===== config.mk =====
export PLATFORM = sky130hd
export DESIGN_NAME = sorted_unique_set_insert_remove_unit
export DESIGN_NICKNAME = d
export VERILOG_FILES = /design/src/rtl/core/ssiru_pkg.sv /design/src/rtl/core/ssiru_ram.sv /design/src/rtl/core/sorted_unique_set_insert_remove_unit.sv
export SDC_FILE = /design/constraint.sdc
export NUM_CORES = 1
export LEC_CHECK = 0
export BUFFER_PORTS_ARGS = -buffer_cell sky130_fd_sc_hd__buf_2
export CORE_MARGIN = 2
export CORE_UTILIZATION = 41
export DETAILED_ROUTE_END_ITERATION = 6
export SYNTH_ARGS = -nofsm -noshare
export SYNTH_HDL_FRONTEND = slang
export SYNTH_SLANG_ARGS = --single-unit

===== constraint.sdc =====
create_clock -name clk -period 4.2 [get_ports clk]
set_input_delay 0.42 -clock clk [delete_from_list [all_inputs] [get_ports clk]]
set_output_delay 0.42 -clock clk [all_outputs]
set_load 0.005 [all_outputs]

===== src/rtl/core/ssiru_pkg.sv =====
// Package: sizes, status codes and payload types of the sorted set unit.
`timescale 1ns / 1ps

package ssiru_pkg;

  localparam int CAPACITY = 16;
  localparam int ADDR_W   = (CAPACITY > 1) ? $clog2(CAPACITY) : 1;
  localparam int CNT_W    = $clog2(CAPACITY + 1);
  localparam int VALUE_W  = 32;
  localparam int COUNT_W  = 5;

  typedef enum logic [2:0] {
    ST_INSERTED  = 3'd0,
    ST_DUPLICATE = 3'd1,
    ST_FULL      = 3'd2,
    ST_REMOVED   = 3'd3,
    ST_EMPTY     = 3'd4,
    ST_NOT_FOUND = 3'd5
  } status_t;

  localparam logic ACT_INSERT = 1'b0;
  localparam logic ACT_REMOVE = 1'b1;

  typedef struct packed {
    logic                      action;
    logic signed [VALUE_W-1:0] value;
  } in_data_t;

  typedef struct packed {
    status_t              status;
    logic [COUNT_W-1:0]   count;
    logic                 is_empty;
  } out_data_t;

endpackage


===== src/rtl/core/ssiru_ram.sv =====
// Generic single-write, single-read RAM with registered read data.
`timescale 1ns / 1ps

module ssiru_ram #(
  parameter int WIDTH = 32,
  parameter int DEPTH = 16,
  parameter int AW    = (DEPTH > 1) ? $clog2(DEPTH) : 1
) (
  input  logic             clk,
  input  logic             we,
  input  logic [AW-1:0]    waddr,
  input  logic [WIDTH-1:0] wdata,
  input  logic [AW-1:0]    raddr,
  output logic [WIDTH-1:0] rdata
);

  logic [WIDTH-1:0] mem [DEPTH];

  always_ff @(posedge clk) begin
    if (we) begin
      mem[waddr] <= wdata;
    end
    rdata <= mem[raddr];
  end

endmodule


===== src/rtl/core/sorted_unique_set_insert_remove_unit.sv =====
// Top level: ordered set of unique signed values with insert and remove.
`timescale 1ns / 1ps

// Usage
//   Input channel (in_valid/in_ready/in_data) carries one transaction per
//   operation: action (0 insert, 1 remove) and a signed 32-bit value.
//   Output channel (out_valid/out_ready/out_data) returns exactly one
//   transaction per operation: status, count held afterwards, empty flag.
//   Entries live in a CAPACITY-deep RAM in ascending order. One shared
//   compare walks the RAM from index 0, one entry per cycle with the read
//   pipelined, until the first entry not below the value. Insert then
//   moves larger entries up, remove moves them down, one entry per cycle
//   through the same RAM port pair.
//   in_ready is high only while idle, which is in the cycle after the
//   result is loaded, so a new operation is not accepted until the
//   previous one has been loaded into the output register.
//   A remove on an empty set skips the search and goes to S_DONE.
//   Reset (rst_n low, synchronous) empties the set and drops any pending
//   result; RAM contents need no clearing as only written entries are read.
//   Output stall: the result sits in an output register; the next
//   operation is accepted and processed meanwhile, and its result waits
//   until the register is taken.

module sorted_unique_set_insert_remove_unit (
  input  logic                clk,
  input  logic                rst_n,
  input  logic                in_valid,
  output logic                in_ready,
  input  ssiru_pkg::in_data_t in_data,
  output logic                out_valid,
  input  logic                out_ready,
  output ssiru_pkg::out_data_t out_data
);

  import ssiru_pkg::*;

  typedef enum logic [4:0] {
    S_IDLE   = 5'b00001,
    S_SEARCH = 5'b00010,
    S_INS    = 5'b00100,
    S_REM    = 5'b01000,
    S_DONE   = 5'b10000
  } state_t;

  state_t               state_r, state_nxt;
  logic [CNT_W-1:0]     held_r, held_nxt;
  logic [VALUE_W-1:0]   key_r, key_nxt;        // value with sign bit flipped
  logic                 act_r, act_nxt;
  logic [CNT_W-1:0]     idx_r, idx_nxt;        // next RAM read index
  logic [CNT_W-1:0]     pos_r, pos_nxt;        // insert position
  logic                 dv_r, dv_nxt;          // rdata holds a live entry
  logic [ADDR_W-1:0]    wa_r, wa_nxt;          // move target of that entry
  status_t              status_r, status_nxt;
  logic                 out_valid_r, out_valid_nxt;
  out_data_t            out_r, out_nxt;

  logic                 ram_we;
  logic [ADDR_W-1:0]    ram_waddr;
  logic [VALUE_W-1:0]   ram_wdata;
  logic [ADDR_W-1:0]    ram_raddr;
  logic [VALUE_W-1:0]   ram_rdata;

  logic [CNT_W-1:0]     idx_inc, idx_dec, stop_pos;
  logic                 ent_lt, ent_eq;

  ssiru_ram #(
    .WIDTH (VALUE_W),
    .DEPTH (CAPACITY),
    .AW    (ADDR_W)
  ) u_entries (
    .clk   (clk),
    .we    (ram_we),
    .waddr (ram_waddr),
    .wdata (ram_wdata),
    .raddr (ram_raddr),
    .rdata (ram_rdata)
  );

  assign idx_inc  = idx_r + CNT_W'(1);
  assign idx_dec  = idx_r - CNT_W'(1);
  // the shared compare: unsigned on flipped keys gives the signed order
  assign ent_lt   = ram_rdata < key_r;
  assign ent_eq   = ram_rdata == key_r;
  assign stop_pos = (dv_r && !ent_lt) ? idx_dec : held_r;

  assign in_ready  = (state_r == S_IDLE);
  assign out_valid = out_valid_r;
  assign out_data  = out_r;

  always_comb begin
    state_nxt     = state_r;
    held_nxt      = held_r;
    key_nxt       = key_r;
    act_nxt       = act_r;
    idx_nxt       = idx_r;
    pos_nxt       = pos_r;
    dv_nxt        = dv_r;
    wa_nxt        = wa_r;
    status_nxt    = status_r;
    out_valid_nxt = out_valid_r && !out_ready;
    out_nxt       = out_r;
    ram_we        = 1'b0;
    ram_waddr     = wa_r;
    ram_wdata     = ram_rdata;
    ram_raddr     = idx_r[ADDR_W-1:0];

    case (state_r)
      S_IDLE: begin
        if (in_valid) begin
          key_nxt = {~in_data.value[VALUE_W-1], in_data.value[VALUE_W-2:0]};
          act_nxt = in_data.action;
          idx_nxt = '0;
          dv_nxt  = 1'b0;
          if (in_data.action == ACT_REMOVE && held_r == '0) begin
            status_nxt = ST_EMPTY;
            state_nxt  = S_DONE;
          end else begin
            state_nxt = S_SEARCH;
          end
        end
      end

      S_SEARCH: begin
        if ((dv_r && !ent_lt) || idx_r == held_r) begin
          // position found; entry matches only if the walk stopped on it
          dv_nxt = 1'b0;
          if (act_r == ACT_INSERT) begin
            if (dv_r && !ent_lt && ent_eq) begin
              status_nxt = ST_DUPLICATE;
              state_nxt  = S_DONE;
            end else if (held_r == CNT_W'(CAPACITY)) begin
              status_nxt = ST_FULL;
              state_nxt  = S_DONE;
            end else begin
              pos_nxt   = stop_pos;
              idx_nxt   = held_r;
              state_nxt = S_INS;
            end
          end else begin
            if (dv_r && !ent_lt && ent_eq) begin
              idx_nxt   = idx_r;       // stop_pos + 1
              state_nxt = S_REM;
            end else begin
              status_nxt = ST_NOT_FOUND;
              state_nxt  = S_DONE;
            end
          end
        end else begin
          ram_raddr = idx_r[ADDR_W-1:0];
          idx_nxt   = idx_inc;
          dv_nxt    = 1'b1;
        end
      end

      S_INS: begin
        // move entry read last cycle one slot up
        if (dv_r) begin
          ram_we    = 1'b1;
          ram_waddr = wa_r;
          ram_wdata = ram_rdata;
        end
        if (idx_r != pos_r) begin
          ram_raddr = idx_dec[ADDR_W-1:0];
          wa_nxt    = idx_r[ADDR_W-1:0];
          idx_nxt   = idx_dec;
          dv_nxt    = 1'b1;
        end else begin
          dv_nxt = 1'b0;
          if (!dv_r) begin
            ram_we     = 1'b1;
            ram_waddr  = pos_r[ADDR_W-1:0];
            ram_wdata  = key_r;
            held_nxt   = held_r + CNT_W'(1);
            status_nxt = ST_INSERTED;
            state_nxt  = S_DONE;
          end
        end
      end

      S_REM: begin
        // move entry read last cycle one slot down
        if (dv_r) begin
          ram_we    = 1'b1;
          ram_waddr = wa_r;
          ram_wdata = ram_rdata;
        end
        if (idx_r < held_r) begin
          ram_raddr = idx_r[ADDR_W-1:0];
          wa_nxt    = idx_dec[ADDR_W-1:0];
          idx_nxt   = idx_inc;
          dv_nxt    = 1'b1;
        end else begin
          dv_nxt     = 1'b0;
          held_nxt   = held_r - CNT_W'(1);
          status_nxt = ST_REMOVED;
          state_nxt  = S_DONE;
        end
      end

      S_DONE: begin
        if (!out_valid_r || out_ready) begin
          out_valid_nxt    = 1'b1;
          out_nxt.status   = status_r;
          out_nxt.count    = COUNT_W'(held_r);
          out_nxt.is_empty = (held_r == '0);
          state_nxt        = S_IDLE;
        end
      end

      default: begin
        state_nxt = S_IDLE;
      end
    endcase
  end

  always_ff @(posedge clk) begin
    if (!rst_n) begin
      state_r     <= S_IDLE;
      held_r      <= '0;
      dv_r        <= 1'b0;
      out_valid_r <= 1'b0;
    end else begin
      state_r     <= state_nxt;
      held_r      <= held_nxt;
      dv_r        <= dv_nxt;
      out_valid_r <= out_valid_nxt;
    end
  end

  always_ff @(posedge clk) begin
    key_r    <= key_nxt;
    act_r    <= act_nxt;
    idx_r    <= idx_nxt;
    pos_r    <= pos_nxt;
    wa_r     <= wa_nxt;
    status_r <= status_nxt;
    out_r    <= out_nxt;
  end

endmodule


==> results of run 1 <==
stage by stage:
step	utilization, %	instances	area (um2)	TNS [ns]	total power (uW)
final	47.6	3247	34200	0	22500
after detailed placement	44.2	3091	31700	0	16800
after floorplan	-	2137	29800	-26.35	14300
after CTS	47.6	3247	34200	0	22600
after global routing	47.6	3247	34200	0	23500
after global placement	44.2	3091	31700	0	16600
power by group:
group          internal [uW]  switching (uW)
clock                   3330            2390
sequential              7790             218
combinational           3570            5180
synthesized netlist by cell type (9+ instances only):
master and count:
mux4_2 62, buf_2 23, a32o_1 32, nand4_1 9, a21oi_1 57, nor2b_1 74
nand3_1 45, nand2_1 184, inv_1 50, edfxtp_1 571, o221ai_1 31, mux2i_1 443
ha_1 43, nor3_1 18, xnor2_1 11, nor2_1 44, o21ai_0 44, a211oi_1 95
or3_1 35, dfxtp_1 44, o22ai_1 9, buf_1 14, clkbuf_1 97
metal layers:
metal / global-route usage [%] / vias up / wire, um
met4: 6.28 / 0 / 1730
met3: 2.51 / 112 / 3920
met2: 35.1 / 511 / 37800
met1: 28.7 / 9620 / 35000
li1: - / 8560 / -
met5: 0 / - / 0
repair_timing:
action / in CTS / in global routing
endpoints found under the hold margin: 31 / 0
hold buffers: 31 / 0
gates resized for setup: 0 / 0
registers in the layout, summed over array words and instances (netlist names):
register         count
out_data             9
dv_r                 1
key_r               32
act_r                1
wa_r                 4
held_r               5
status_r             3
out_valid            1
idx_r                5
pos_r                5
u_entries.rdata     32
state_r              5
u_entries.mem      512
worst min-delay path by stage:
stage / start / endpoint / slack, ns / cells after the start
2_1_floorplan: status_r[0] / out_data[6] / 0.40 / 0
3_3_place_gp: status_r[1] / out_data[7] / 0.41 / 0
3_5_place_dp: status_r[2] / out_data[8] / 0.41 / 0
4_1_cts: in_data[31] / key_r[31] / 0.04 / 2
5_1_grt: in_data[14] / key_r[14] / 0.06 / 1
6_report: in_data[31] / key_r[31] / 0.06 / 2
kinds of logic (layout without fill, tap and decap cells):
kind of cell               count (synthesis)  in the layout  share of synthesized area (%)
muxes                                    506            506                           19.6
AOI/OAI and AO/OA                        319            319                           7.64
xor gates and xnor gates                  17             17                          0.500
and+or+nand+nor                          440            440                           7.16
DFF                                      615            615                           60.5
adders and majority gates                 44             44                           1.87
buffers and inverters                    196            356                           2.70
area by class of cell:
cell class                      instances  area [um2]  share of cell area, %
Sequential cell                       615       18000                   52.8
Tap cell                              950        1190                   3.48
Multi-Input combinational cell       1326       11100                   32.6
Timing Repair Buffer                  178        1500                   4.38
Clock inverter                         18         168                  0.491
Inverter                               53         200                  0.586
Clock buffer                          107        1950                   5.71
critical path, delay by kind of cell, from the launching register on:
kind | cells | cell delay (ns)
fa+ha+maj | 1 | 0.25
simple gates | 1 | 0.41
compound gates | 5 | 2.09
flops | 1 | 0.37
buf+inv | 1 | 0.08
==> metrics.md, run 1 <==
| Metric | Value |
|---|---|
| Starting density of the core | `between 40% and 50%` |
| P_leak | `around 0.012 uW` |
| Final weighted congestion in routability-driven placement | `about 0.85` |
| Unique cell type count in the Yosys netlist | `66` |
| Critical path fanouts, max | `7` |
| Number of I/O port buffers | `47` |
| WP data arrival | `3.80 ns` |
| Clk_lat worst skew | `approximately 0.61 ns` |
| Critical register-to-register path startpoint | `key_r[11]` |
| Placed wire-length estimate after detailed placement | `~45000 um` |
| Number of cells on the worst reg-to-reg path | `8` |
| Avg WL per Cell | `~24 um` |
| CTS Buf Count | `68` |
| Proportion of synthesized flip-flops having asynchronous set or reset | `0%` |
| Layout overhead on the synthesized area | `14.7%` |
| Die Footprint | `0.0748 mm2` |
| Cell type with the largest total area after synthesis | `edfxtp_1` |
| Endpoint of the worst setup timing path | `idx_r[3]` |
| Drt first-iter violations | `about 1.5k` |
| Pins over their slew limit | `0` |
| Final wirelength | `78500 um` |
| Core Box Area | `between 0.07 and 0.08 mm2` |
| Most frequent standard cell in the layout excluding fill and tap cells | `edfxtp_1` |
| Max stage delay on crit path | `~0.66 ns` |
| Count of flip-flops with a built-in enable after synthesis | `approximately 570` |
| Maximum VDD drop | `between 0.0006 and 0.0007 V` |
| Global-route wire length before repair | `around 120000 um` |
| Critical path start-end classification | `reg -> reg` |
| Commonest non-fill, non-tap cells in the layout | `edfxtp_1 (571), mux2i_1 (443), nand2_1 (184)` |
| X dimension of the die | `between 200 and 300 um` |
| Yosys synthesis warning count | `0` |
| Required time at the worst-slack endpoint | `roughly 4.4 ns` |
| Total global routing track utilization | `between 20% and 30%` |
| Syn_nets | `approximately 2.2k` |
| Worst min-delay path category | `in -> reg` |
| Global route total overflow | `0` |
| # diodes | `0` |
| Share of Yosys cell area claimed by the top area cell type | `~58%` |
| Fin. Hold Viols | `0` |
| Sequential area share after synthesis | `60.5%` |
| Worst setup timing slack at the placement stage | `0.647 ns` |
| Clock transition at the registers of the reported paths | `0.06 ns` |
| Setup violators final | `0` |
| Maximum level of the CTS H-tree | `3` |
| Slew at the pin closest to its max-slew limit | `roughly 1.1 ns` |
| Antenna violations before repair | `0` |
| Average footprint of a synthesized cell | `around 14 um2` |
| Relative slew slack | `~28%` |
| TritonCTS clock tree | `yes` |
| Post-CTS Setup Bufs | `0` |
| Total power density per cell area | `658 mW/mm2` |
| Drt pass-1 iters | `5` |
| Vias after detailed routing | `18.8k` |
| Seq cells post-synth | `a little over 600` |
| Setup WS post-layout | `between 0.6 and 0.7 ns` |
| Run status | `complete, no violations` |
| Via count of the first global-routing pass | `around 19k` |
| Reg2Reg Capture Point | `idx_r[3]` |
| Clock buffer depth | `3` |
| Final worst-path cycle share | `85.0%` |
| Cell types occupying the most area after synthesis | `edfxtp_1 (58%), mux2i_1 (15%), mux4_2 (4.7%)` |
| Cell count after synthesis | `2137` |
| Detailed-route DRC error count | `0` |
| Maximum capacitance violations | `0` |
| Critical path capture point type | `flip-flop` |
| Clock sinks | `about 600` |
| Largest clock skew in the final design | `around 0.019 ns` |
| Dominant synthesized flop cell | `edfxtp_1` |
| Critical Path Start | `key_r[11]` |
| Fillers | `6251` |
| Post-DRT Antenna Nets | `0` |
| Maximum number of pins on one net before global-route repair | `around 120` |
| Fmax | `around 280 MHz` |
| Number of nets in the finished design | `~2.3k` |
| RSZ-0062 raised after global routing | `false` |
| Count of standard-cell rows | `98` |
| Count of boundary I/O pins | `48` |
| Share of final-layout standard cells stronger than drive strength 1 | `around 14%` |
| Final period demand of the worst path | `roughly 3.6 ns` |
| Setup slack, reg-to-reg | `0.63 ns` |
| Slowest stage cell on the critical path | `o31ai_1` |
| Buffer type at the clock tree root | `clkbuf_16` |
| Worst-case hold slack | `between 0.05 and 0.06 ns` |
| Ratio of routed vias to standard cells | `~5.8` |
| Nature of the critical path startpoint | `flip-flop` |
| Height of the die | `approximately 270 um` |
| Netlist area before placement | `slightly below 0.03 mm2` |
| Cell-by-cell listing of the critical path | `inv_1 > ha_1 > a41oi_1 > o21ai_1 > a221o_1 > o31ai_1 > nand3_1 > a31oi_1` |
Power figures use the tool's default switching activity.
==> run 2, diff against run 1 <==
Settings changed: REMOVE_ABC_BUFFERS set to 1.
==> metrics.md, run 2 (same netlist as run 1, synthesis figures left out) <==
| Metric | Value |
|---|---|
| Run status | `complete, no violations` |
| Buffer type at the clock tree root | `clkbuf_16` |
| Die Footprint | `around 0.075 mm2` |
| Global route total overflow | `0` |
| Required time at the worst-slack endpoint | `4.44 ns` |
| Number of nets in the finished design | `about 2.3k` |
| Switching share of power | `34.4%` |
| RSZ-0062 raised after global routing | `false` |
| Antenna violations before repair | `0` |
| Post-DRT Antenna Nets | `0` |
| Setup WS post-layout | `~0.57 ns` |
| Final period demand of the worst path | `around 3.6 ns` |
| Count of boundary I/O pins | `48` |
| Maximum number of pins on one net before global-route repair | `115` |
| Final wirelength | `roughly 77000 um` |
| Reported net switching power | `approximately 8000 uW` |
| Number of instances resized during post-cts repair | `0` |
| Clock transition at the registers of the reported paths | `~0.06 ns` |
| Max FFs per register | `about 500` |
| Slew at the pin closest to its max-slew limit | `~1.1 ns` |
| Clk_lat worst skew | `0.61 ns` |
| Reg with most FFs | `u_entries.mem` |
| Placed wire-length estimate after detailed placement | `approximately 46000 um` |
| Detailed-route DRC error count | `0` |
| Final weighted congestion in routability-driven placement | `0.898` |
| Worst setup timing slack at the placement stage | `0.574 ns` |
| Share of final-layout standard cells stronger than drive strength 1 | `14.8%` |
| Starting density of the core | `between 40 and 50%` |
| Nature of the critical path startpoint | `flip-flop` |
| Setup violators final | `0` |
| Global-route wire length before repair | `~120000 um` |
| Height of the die | `274 um` |
| Pins over their slew limit | `0` |
| Critical path capture point type | `flip-flop` |
| Ratio of routed vias to standard cells | `between 5 and 6` |
| Total power density per cell area | `between 600 and 700 mW/mm2` |
| Clock buffer depth | `3` |
| Drt pass-1 iters | `5` |
| Fillers | `6169` |
| Proportion of power drawn by flip-flops and latches | `between 30% and 40%` |
| Fmax | `around 280 MHz` |
| Cell-internal power | `roughly 15000 uW` |
| Clock share of power | `a little over a quarter` |
| Worst min-delay path category | `in -> reg` |
| Core Box Area | `0.0717 mm2` |
| Via count of the first global-routing pass | `about 19k` |
| # diodes | `0` |
| Critical path fanouts, max | `22` |
| Vias after detailed routing | `roughly 19k` |
| Final worst-path cycle share | `between 80% and 90%` |
| WP data arrival | `approximately 3.9 ns` |
| Largest registers ranked by flip-flop count | `u_entries.mem x512, key_r x32, u_entries.rdata x32` |
| Clock sinks | `approximately 620` |
| Critical path start-end classification | `reg -> reg` |
| Relative slew slack | `approximately a quarter` |
| Avg WL per Cell | `23.8 um` |
| Drt first-iter violations | `roughly 1.7k` |
| Number of I/O port buffers | `47` |
| Maximum capacitance violations | `0` |
| Layout overhead on the synthesized area | `15.4%` |
| Setup Total Neg Slack | `0 ns` |
| Post-layout utilization of the core | `a little under half` |
| Maximum level of the CTS H-tree | `3` |
| Largest clock skew in the final design | `0.0188 ns` |
| CTS Buf Count | `68` |
| P_leak | `between 0.01 and 0.015 uW` |
| Commonest non-fill, non-tap cells in the layout | `edfxtp_1 (571), mux2i_1 (443), nand2_1 (184)` |
| Fin. Hold Viols | `0` |
| Total global routing track utilization | `between 20% and 30%` |
| Comb pwr share | `about two fifths` |
| X dimension of the die | `roughly 270 um` |
| Maximum VDD drop | `between 0.0006 and 0.0007 V` |
| Most frequent standard cell in the layout excluding fill and tap cells | `edfxtp_1` |
| TritonCTS clock tree | `yes` |
| Count of standard-cell rows | `98` |
==> run 2: layer usage <==
metal	vias to the layer above	GRT usage (%)	part of all wire, %
li1	8556	-	-
met1	9562	28.9	44
met2	630	33.3	47
met3	119	2.63	5.8
met4	0	6.57	2.6
met5	-	0	0
==> run 2: path summary, 6_finish.rpt <==
check                    from              endpoint  slack (ns)  depth (start not counted)
hold reg to reg   status_r[0]           out_data[6]        0.43                          0
hold / removal    in_data[25]             key_r[25]        0.03                          1
setup reg to reg     idx_r[4]  u_entries.mem[8][14]        0.57                          7
setup / recovery     idx_r[4]  u_entries.mem[8][14]        0.57                          7
==> run 2: worst max-delay path, stage by stage (launching register included) <==
cell	delay (ns)
edfxtp_1	0.48
xnor2_1	0.36
and4_1	0.38
nand4_1	0.17
mux2i_1	0.63
nand3_1	0.52
nor2_4	0.22
buf_4	0.48
==> run 2: repair_timing <==
action                                  in CTS  in global routing
hold buffers                                31                  0
endpoints found under the setup margin       0                  0
hold endpoints to repair                    31                  0
setup buffers                                0                  0
==> run 2: metrics by stage <==
step	cells	hold WS (ns)	instance area [um2]	total power [uW]
6_report	3247	0.0314	34400	23200
5_1_grt	3247	0.0234	34400	24300
4_1_cts	3247	0.0168	34400	23400
3_5_place_dp	3091	0.413	31700	17100
3_3_place_gp	3091	0.408	31700	17000
2_1_floorplan	1994	0.400	29200	12800
==> run 2: final cells by class <==
type                    count  area [um2]  area share (%)
clock inverters            31         393            1.14
inverters                  53         200           0.583
multi-input cells        1326       11100            32.4
clock buffers              94        1930            5.62
repair buffers            178        1500            4.35
flip-flops and latches    615       18000            52.5
well taps                 950        1190            3.46
==> run 2: power groups by stage <==
stage	registers (uW)	logic (uW)	clock network, uW
CTS	7980	9090	6310
global route	8010	9750	6520
detailed placement	8110	9030	0
finish	7980	9080	6190
global placement	8100	8860	0
floorplan	8360	4460	0
==> run 3, diff against run 2 <==
Settings changed: CELL_PAD_IN_SITES_DETAIL_PLACEMENT set to 1, CELL_PAD_IN_SITES_GLOBAL_PLACEMENT set to 1, PLACE_DENSITY_LB_ADDON set to 0.1.
==> metrics.md, run 3 (same netlist as run 1, synthesis figures left out) <==
| Metric | Value |
|---|---|
| Run status | `complete, no violations` |
| Clock buffer depth | `3` |
| Count of boundary I/O pins | `48` |
| Critical path fanouts, max | `between 100 and 150` |
| Final worst-path cycle share | `86.8%` |
| X dimension of the die | `between 200 and 300 um` |
| Final weighted congestion in routability-driven placement | `0.809` |
| Clk_lat worst skew | `a little over 0.6 ns` |
| Number of nets in the finished design | `between 2k and 2.5k` |
| Starting density of the core | `slightly above 40%` |
| Post-DRT Antenna Nets | `0` |
| Worst-case hold slack | `0.0623 ns` |
| Buffer type at the clock tree root | `clkbuf_16` |
| Final period demand of the worst path | `between 3 and 4 ns` |
| Setup WS post-layout | `approximately 0.56 ns` |
| Slowest stage cell on the critical path | `buf_12` |
| Detailed-route DRC error count | `0` |
| Fmax | `approximately 270 MHz` |
| Maximum level of the CTS H-tree | `3` |
| Relative slew slack | `roughly 22%` |
| Reg with most FFs | `u_entries.mem` |
| Total global routing track utilization | `around a quarter` |
| Largest clock skew in the final design | `0.0198 ns` |
| Maximum VDD drop | `between 0.0005 and 0.0006 V` |
| Die Footprint | `between 0.07 and 0.08 mm2` |
| Count of standard-cell rows | `98` |
| Layout overhead on the synthesized area | `15.4%` |
| Required time at the worst-slack endpoint | `4.70 ns` |
| Number of I/O port buffers | `47` |
| Drt pass-1 iters | `5` |
| Height of the die | `roughly 270 um` |
| Share of final-layout standard cells stronger than drive strength 1 | `between 10% and 20%` |
| Area after detailed placement | `around 0.032 mm2` |
| Setup Total Neg Slack | `0 ns` |
| Placed wire-length estimate after detailed placement | `50600 um` |
| Worst setup timing slack at the placement stage | `just over 0.6 ns` |
| Drt first-iter violations | `about 1.3k` |
| Most frequent standard cell in the layout excluding fill and tap cells | `edfxtp_1` |
| Commonest non-fill, non-tap cells in the layout | `edfxtp_1 (571), mux2i_1 (443), nand2_1 (184)` |
| Avg WL per Cell | `about 27 um` |
| Hold buffer count at cts | `31` |
| Post-CTS Setup Bufs | `0` |
| Global route total overflow | `0` |
| Clock transition at the registers of the reported paths | `about 0.060 ns` |
| Number of instances resized during post-cts repair | `0` |
| RSZ-0062 raised after global routing | `false` |
| Vias after detailed routing | `between 15k and 20k` |
| Max stage delay on crit path | `about 0.65 ns` |
| Nature of the critical path startpoint | `flip-flop` |
| Total power density per cell area | `~670 mW/mm2` |
| TritonCTS clock tree | `yes` |
| Max FFs per register | `approximately 510` |
| Critical path capture point type | `flip-flop` |
| P_leak | `0.0125 uW` |
| Setup violators final | `0` |
| Worst min-delay path category | `in -> reg` |
| Design Power | `23200 uW` |
| Cell-by-cell listing of the critical path | `buf_12 > nor3_1 > xnor2_1 > nor2_1 > mux2i_1 > o22a_2 > buf_4 > o221ai_1 > or3_1` |
| Pins over their slew limit | `0` |
| Antenna violations before repair | `1` |
| Critical path start-end classification | `reg -> reg` |
| Ratio of routed vias to standard cells | `5.82` |
| Largest registers ranked by flip-flop count | `u_entries.mem x512, key_r x32, u_entries.rdata x32` |
| Maximum capacitance violations | `0` |
| Via count of the first global-routing pass | `20.2k` |
| WP data arrival | `slightly above 4 ns` |
| Slew at the pin closest to its max-slew limit | `~1.2 ns` |
| Final wirelength | `88000 um` |
| Fin. Hold Viols | `0` |
| Maximum number of pins on one net before global-route repair | `between 100 and 150` |
| # diodes | `0` |
| Global-route wire length before repair | `131000 um` |
| CTS Buf Count | `72` |
| Clock sinks | `just over 600` |
| Fin area | `0.0344 mm2` |
| Core Box Area | `just over 0.07 mm2` |
## run 3: per-layer routing
layer	wire length, um	share of wire (%)	vias to the layer above	global-route usage (%)
met3	3200	3.6	153	3.30
met4	2710	3.1	0	7.87
met2	43600	50	379	40.8
li1	-	-	8558	-
met1	38500	44	9814	30.9
met5	0	0	-	0
## run 3: final cells by class
type	instances	area [um2]
clock buffer	101	2030
clock inverter	31	267
fill	7032	37300
inverter	53	201
multi-input combinational	1326	11100
sequential	615	18000
tap	950	1190
timing repair buffer	174	1540
## run 3: final timing paths
| path | from | to | slack [ns] | cells after the start |
|---|---|---|---|---|
| setup reg to reg | idx_r[1] | u_entries.rdata[1] | 0.56 | 9 |
| hold / removal | in_data[15] | key_r[15] | 0.06 | 1 |
| hold reg to reg | status_r[0] | out_data[6] | 0.43 | 0 |
| setup / recovery | idx_r[1] | u_entries.rdata[1] | 0.56 | 9 |
## run 3: report_power, final
| part | leakage, uW | internal, uW | total, uW | switching [uW] |
|---|---|---|---|---|
| registers | 0.00554 | 7790 | 7980 | 196 |
| logic | 0.00580 | 3620 | 9050 | 5430 |
| clock network | 0.00113 | 3630 | 6160 | 2530 |
## run 3: critical path: cells and delay by family, from the launching register on
kind,cells,cell delay [ns]
AOI/OAI and AO/OA,2,0.43
buffers and inverters,2,1.10
muxes,1,0.21
DFF,1,0.43
and+or+nand+nor,3,0.71
xor gates and xnor gates,1,0.58
## run 3: through the flow
stage          instances  util [%]
5_1_grt             3250      47.9
3_3_place_gp        3087      44.3
2_1_floorplan       1994         -
4_1_cts             3250      47.9
6_report            3250      47.9
3_5_place_dp        3087      44.3
